<file path="src/rtl/core/v3a_pkg.sv">
package v3a_pkg;

    localparam int unsigned FRAC_BITS_DEF = 16;
    localparam int unsigned WORD_BITS_DEF = 32;

    // Fixed internal widths, sized for the widest legal data word
    localparam int unsigned OPW  = 32;  // operand, sign-extended
    localparam int unsigned PRW  = 64;  // one exact product
    localparam int unsigned SUMW = 66;  // exact sum of up to three products
    localparam int unsigned LINW = 33;  // add, subtract, negate
    localparam int unsigned NUMW = 64;  // shifted dividend and quotient
    localparam int unsigned SQW  = 64;  // radicand and root

    typedef enum logic [2:0] {
        CMD_ADD   = 3'd0,
        CMD_SUB   = 3'd1,
        CMD_NEG   = 3'd2,
        CMD_DOT   = 3'd3,
        CMD_CROSS = 3'd4,
        CMD_SCALE = 3'd5,
        CMD_DIV   = 3'd6,
        CMD_MAG   = 3'd7
    } t_cmd;

    // Item state carried through the divide and root stages
    typedef struct packed {
        t_cmd                      cmd;
        logic                      dz;
        logic [2:0]                qneg;
        logic [2:0][LINW-1:0]      lin;
        logic [3:0][SUMW-1:0]      psum;
        logic [2:0][NUMW-1:0]      dnum;
        logic [2:0][OPW-1:0]       drem;
        logic [2:0][NUMW-1:0]      quo;
        logic [OPW-1:0]            dvs;
        logic [SQW-1:0]            srem;
        logic [SQW-1:0]            sres;
    } t_mid;

    typedef struct packed {
        logic           ov;
        logic [OPW-1:0] val;
    } t_sat;

    // Take the low d bits and sign-extend them to the operand width
    function automatic logic signed [OPW-1:0] sext(input logic [OPW-1:0] v,
                                                  input int unsigned d);
        logic signed [OPW-1:0] t;
        t = signed'(v << (OPW - d));
        return t >>> (OPW - d);
    endfunction

    // Clamp to the signed d-bit range, flagging any clamp
    function automatic t_sat sat(input logic signed [SUMW-1:0] v,
                                 input int unsigned d);
        logic signed [SUMW-1:0] hi;
        logic signed [SUMW-1:0] lo;
        t_sat                   r;
        hi = $signed((SUMW'(1) << (d - 1)) - SUMW'(1));
        lo = ~hi;
        if (v > hi) begin
            r.ov  = 1'b1;
            r.val = hi[OPW-1:0];
        end else if (v < lo) begin
            r.ov  = 1'b1;
            r.val = lo[OPW-1:0];
        end else begin
            r.ov  = 1'b0;
            r.val = v[OPW-1:0];
        end
        return r;
    endfunction

endpackage

</file>
<file path="src/rtl/core/v3a_back.sv">
module v3a_back #(
    parameter int unsigned DATA_BITS = v3a_pkg::WORD_BITS_DEF,
    parameter int unsigned FRAC_BITS = v3a_pkg::FRAC_BITS_DEF
) (
    input  logic                    i_clk,
    input  logic                    i_rst_n,
    input  logic                    i_en,
    input  logic                    i_vld,
    input  v3a_pkg::t_mid           i_mid,
    output logic                    o_vld,
    output logic [v3a_pkg::OPW-1:0] o_r_x,
    output logic [v3a_pkg::OPW-1:0] o_r_y,
    output logic [v3a_pkg::OPW-1:0] o_r_z,
    output logic [v3a_pkg::OPW-1:0] o_r_scalar,
    output logic                    o_div_zero,
    output logic                    o_overflow
);

    logic                          r_vld;
    logic [2:0][v3a_pkg::OPW-1:0]  r_vec;
    logic [v3a_pkg::OPW-1:0]       r_scl;
    logic                          r_dz;
    logic                          r_ov;

    v3a_pkg::t_sat                 n_vec [3];
    v3a_pkg::t_sat                 n_scl;

    always_comb begin
        logic signed [v3a_pkg::SUMW-1:0] sh;
        logic signed [v3a_pkg::SUMW-1:0] ln;
        logic signed [v3a_pkg::SUMW-1:0] qs;
        logic signed [v3a_pkg::SUMW-1:0] q;
        n_scl = '0;
        for (int i = 0; i < 3; i++) begin
            sh = $signed(i_mid.psum[i]) >>> FRAC_BITS;
            ln = $signed({{(v3a_pkg::SUMW-v3a_pkg::LINW){i_mid.lin[i][v3a_pkg::LINW-1]}},
                          i_mid.lin[i]});
            q  = $signed({2'b00, i_mid.quo[i]});
            qs = i_mid.qneg[i] ? -q : q;
            case (i_mid.cmd)
                v3a_pkg::CMD_ADD,
                v3a_pkg::CMD_SUB,
                v3a_pkg::CMD_NEG:   n_vec[i] = v3a_pkg::sat(ln, DATA_BITS);
                v3a_pkg::CMD_CROSS,
                v3a_pkg::CMD_SCALE: n_vec[i] = v3a_pkg::sat(sh, DATA_BITS);
                v3a_pkg::CMD_DIV:   n_vec[i] = i_mid.dz ? '0
                                             : v3a_pkg::sat(qs, DATA_BITS);
                default:            n_vec[i] = '0;
            endcase
        end
        case (i_mid.cmd)
            v3a_pkg::CMD_DOT: begin
                sh    = $signed(i_mid.psum[3]) >>> FRAC_BITS;
                n_scl = v3a_pkg::sat(sh, DATA_BITS);
            end
            v3a_pkg::CMD_MAG: begin
                n_scl = v3a_pkg::sat($signed({2'b00, i_mid.sres}), DATA_BITS);
            end
            default: begin
            end
        endcase
    end

    always_ff @(posedge i_clk) begin
        if (!i_rst_n) begin
            r_vld <= 1'b0;
        end else if (i_en) begin
            r_vld <= i_vld;
        end
    end

    always_ff @(posedge i_clk) begin
        if (i_en) begin
            for (int i = 0; i < 3; i++) begin
                r_vec[i] <= n_vec[i].val;
            end
            r_scl <= n_scl.val;
            r_dz  <= i_mid.dz;
            r_ov  <= n_vec[0].ov | n_vec[1].ov | n_vec[2].ov | n_scl.ov;
        end
    end

    assign o_vld      = r_vld;
    assign o_r_x      = r_vec[0];
    assign o_r_y      = r_vec[1];
    assign o_r_z      = r_vec[2];
    assign o_r_scalar = r_scl;
    assign o_div_zero = r_dz;
    assign o_overflow = r_ov;

endmodule

</file>
<file path="config.mk">
export PLATFORM = sky130hd
export DESIGN_NAME = v3a_back
export DESIGN_NICKNAME = d
export VERILOG_FILES = /design/src/rtl/core/v3a_pkg.sv /design/src/rtl/core/v3a_back.sv
export SDC_FILE = /design/constraint.sdc
export NUM_CORES = 1
export LEC_CHECK = 0
export BUFFER_PORTS_ARGS = -buffer_cell sky130_fd_sc_hd__buf_2
export CORE_AREA = 2 2 449 451
export DETAILED_ROUTE_END_ITERATION = 8
export DIE_AREA = 0 0 451 453
export GPL_ROUTABILITY_DRIVEN = 0
export HOLD_SLACK_MARGIN = 0.06
export PLACE_DENSITY = 0.33
export SLEW_MARGIN = 10
export SYNTH_ARGS = -nofsm -noshare
export SYNTH_HDL_FRONTEND = slang
export SYNTH_SLANG_ARGS = --single-unit
</file>
<file path="constraint.sdc">
create_clock -name i_clk -period 12 [get_ports i_clk]
set_input_delay 0.6 -clock i_clk [delete_from_list [all_inputs] [get_ports i_clk]]
set_output_delay 0.6 -clock i_clk [all_outputs]
set_load 0.005 [all_outputs]
</file>
==> results.py <==
metrics = {
    "status": {
        "status": "completed",
    },
    "final_layout": {
        "layout-drive-gt1-share": 0.368,
        "final_common_cell": "buf_2",
        "layout_common_cells": "buf_2, a21oi_1, edfxtp_1, xor2_1, nor2_1",
        "instances_no_fill": 5013,
        "nets": 3337,
        "finish.utilization": 0.108,
        "design_area_um2": 21400,
        "syn_to_final_growth_pct": 52.1,
        "num-fill-cells": 23300,
    },
    "synth": {
        "async_reset_ff_frac": 0,
        "synth-simple-area-share": 0.240,
        "synth_compound_area_frac": 0.323,
        "synth_warnings": 0,
        "synth_fa_ha_area_frac": 0.00267,
        "syn_avg_cell_area_um2": 8.24,
        "ys_seq_area_frac": 0.279,
        "synth_xor_area_frac": 0.101,
        "synth_top_family_by_area": "compound AO/OA/AOI/OAI gates",
        "ys.flop_type": "edfxtp_1",
        "synthCells": 1709,
        "synth_mux_area_frac": 0.00666,
        "syn_area_um2": 14100,
        "syn-num-nets": 2726,
        "synth.ff_latch_count": 131,
        "synth_edf_count": 130,
        "synth.distinct_cells": 84,
    },
    "clock_network": {
        "htree_levels": 4,
        "cts_buffer_depth": 2,
        "holdBufCountCts": 0,
        "cts_tree": "yes",
        "clkTransAtPathRegs_ps": 80,
        "cts_buffers": 17,
        "clkSinkCount": 131,
        "cts_resized": 0,
        "clock_latency_ps": 530,
        "root_buffer": "clkbuf_16",
        "post_cts_buffers": 0,
    },
    "timing": {
        "clock.fmax_ghz": 0.192,
        "finalSetupViolCount": 0,
        "maxSlewHeadroom": 0.272,
        "period_share": 0.435,
        "rsz0062_at_grt": "false",
        "hold_viol_final": 0,
        "finalClockSkew_ps": 0,
        "drv_slew": 0,
        "period_minus_slack_ps": 5220,
        "fin_tns_setup_ps": 0,
        "finalWorstSetupSlack_ps": 6780,
        "worst_pin_slew_ps": 1080,
    },
    "grt": {
        "grt_max_degree": 74,
        "grtUsageTotal": 0.128,
        "grt_pass1_wl_um": 173000,
        "grt_overflow": 0,
        "antenna_found_initial": 131,
        "grt_pass1_vias": 17600,
    },
    "placed_design": {
        "dp_cells": 4957,
        "place_hpwl_um": 115000,
        "dpl_cell_area_um2": 20800,
        "io_buffer_count": 696,
        "dpl_worst_slack_ps": 6190,
    },
    "detailed_routing": {
        "wl_per_cell_um": 27.0,
        "drc_errors": 0,
        "postRouteAntennaNets": 0,
        "routed_wirelength_um": 135000,
        "firstDrtPassIters": 7,
        "vias": 17800,
        "via_per_inst": 3.56,
        "drtIter0Drc": 1130,
    },
    "hold_path": {
        "hold_class": "in -> reg",
    },
    "floorplan": {
        "fp-row-count": 164,
        "io_pins": 1145,
        "die_h_um": 453,
        "core_um2": 199000,
        "start_util": 0.0707,
        "die_x_um": 451,
        "dieArea_um2": 204000,
    },
    "setup_path": {
        "crit_path_start_kind": "input pin",
        "critPathArrivalTime_ps": 5400,
        "cp_max_fo": 26,
        "worstSetupEndpointType": "flip-flop",
        "setup.worst_path.class": "in -> reg",
        "cp.required_ps": 12180,
    },
    "power_and_ir_drop": {
        "p_leak_nw": 7.20,
        "vdd_ir_drop_max_v": 0.0000821,
        "power_density_nw_per_um2": 82.2,
    },
    "run": {
        "cap_viol_max_count": 0,
    },
}
[per-layer routing]
metal,global-route usage,vias to the layer above,part of all wire
met5,0,-,0.0019
met4,0.0384,44,0.027
met3,0.0474,185,0.088
met2,0.214,798,0.48
met1,0.151,8741,0.41
li1,-,8056,-
[area by class of cell]
type	count	area [µm²]	area share
Multi-Input combinational cell	1407	9650	0.450
Sequential cell	131	3920	0.183
Timing Repair Buffer	737	3800	0.177
Tap cell	2656	3320	0.155
Clock buffer	18	429	0.0200
Clock inverter	14	141	0.00660
Inverter	26	97.6	0.00456
Antenna cell	24	60.1	0.00280
[synthesized netlist by cell type, types with 8 or more instances]
cell / n / area, µm²
or4_1: 45 / 338
o211ai_1: 37 / 278
inv_1: 25 / 93.8
a31oi_1: 10 / 62.6
xnor2_1: 40 / 350
nand4_1: 41 / 257
and3_1: 9 / 56.3
buf_2: 10 / 50.1
nor2_1: 120 / 450
o22ai_1: 35 / 219
a211oi_1: 9 / 67.6
nor3_1: 55 / 275
nand2_1: 80 / 300
or2_2: 11 / 68.8
o41ai_1: 37 / 324
nand2b_1: 11 / 68.8
xor2_1: 122 / 1070
clkbuf_1: 127 / 477
and4_1: 8 / 70.1
nand3b_1: 13 / 97.6
o221ai_1: 31 / 272
o31ai_1: 39 / 293
o21a_1: 65 / 488
o22a_1: 32 / 280
nor2b_1: 9 / 56.3
a21oi_1: 146 / 731
edfxtp_1: 130 / 3900
o221ai_2: 30 / 450
o21ai_0: 107 / 536
nand3_1: 39 / 195
or3_1: 34 / 213
nor4_1: 77 / 482
[state kept, by name (all words and copies together), names as in the netlist]
signal and count:
o_r_scalar 32, o_r_x 32, o_r_y 32, o_r_z 32
o_div_zero 1, o_overflow 1, o_vld 1
[worst max-delay path: stages]
cell	delay [ps]
buf_2	140
nor4_1	630
nand4_1	430
nor4_2	990
a21oi_1	160
o32ai_1	300
a41oi_1	80
or3_1	470
o41ai_4	710
buf_4	440
o21a_1	170
o221ai_1	260
[metrics by stage]
stage               hold WS (ps)  total power [W]
finish                       275          0.00176
floorplan                    507         0.000809
global placement             497          0.00119
CTS                          222          0.00182
global route                 262          0.00186
detailed placement           512          0.00119
[logic make-up after synthesis]
kind of cell / count (synthesis)
adder cells (fa/ha/maj): 3
XOR/XNOR: 162
AND/OR/NAND/NOR: 597
AO/OA/AOI/OAI: 636
multiplexers: 9
flip-flops: 131
buffers and inverters: 171
[worst paths after layout]
check | end | slack (ps) | depth (start not counted) | start
hold reg to reg | o_vld | 520 | 2 | o_vld
setup / recovery | o_r_y[24] | 6780 | 12 | i_mid[243]
hold / removal | o_vld | 270 | 2 | i_rst_n
setup reg to reg | o_vld | 11410 | 2 | o_vld
[where the power goes]
group | switching, W | internal [W] | leakage [nW]
registers | 0.0000138 | 0.000558 | 1.27
clock network | 0.000301 | 0.000291 | 0.267
logic | 0.000385 | 0.000212 | 5.67
No activity file was read; power rests on OpenSTA's default activity.
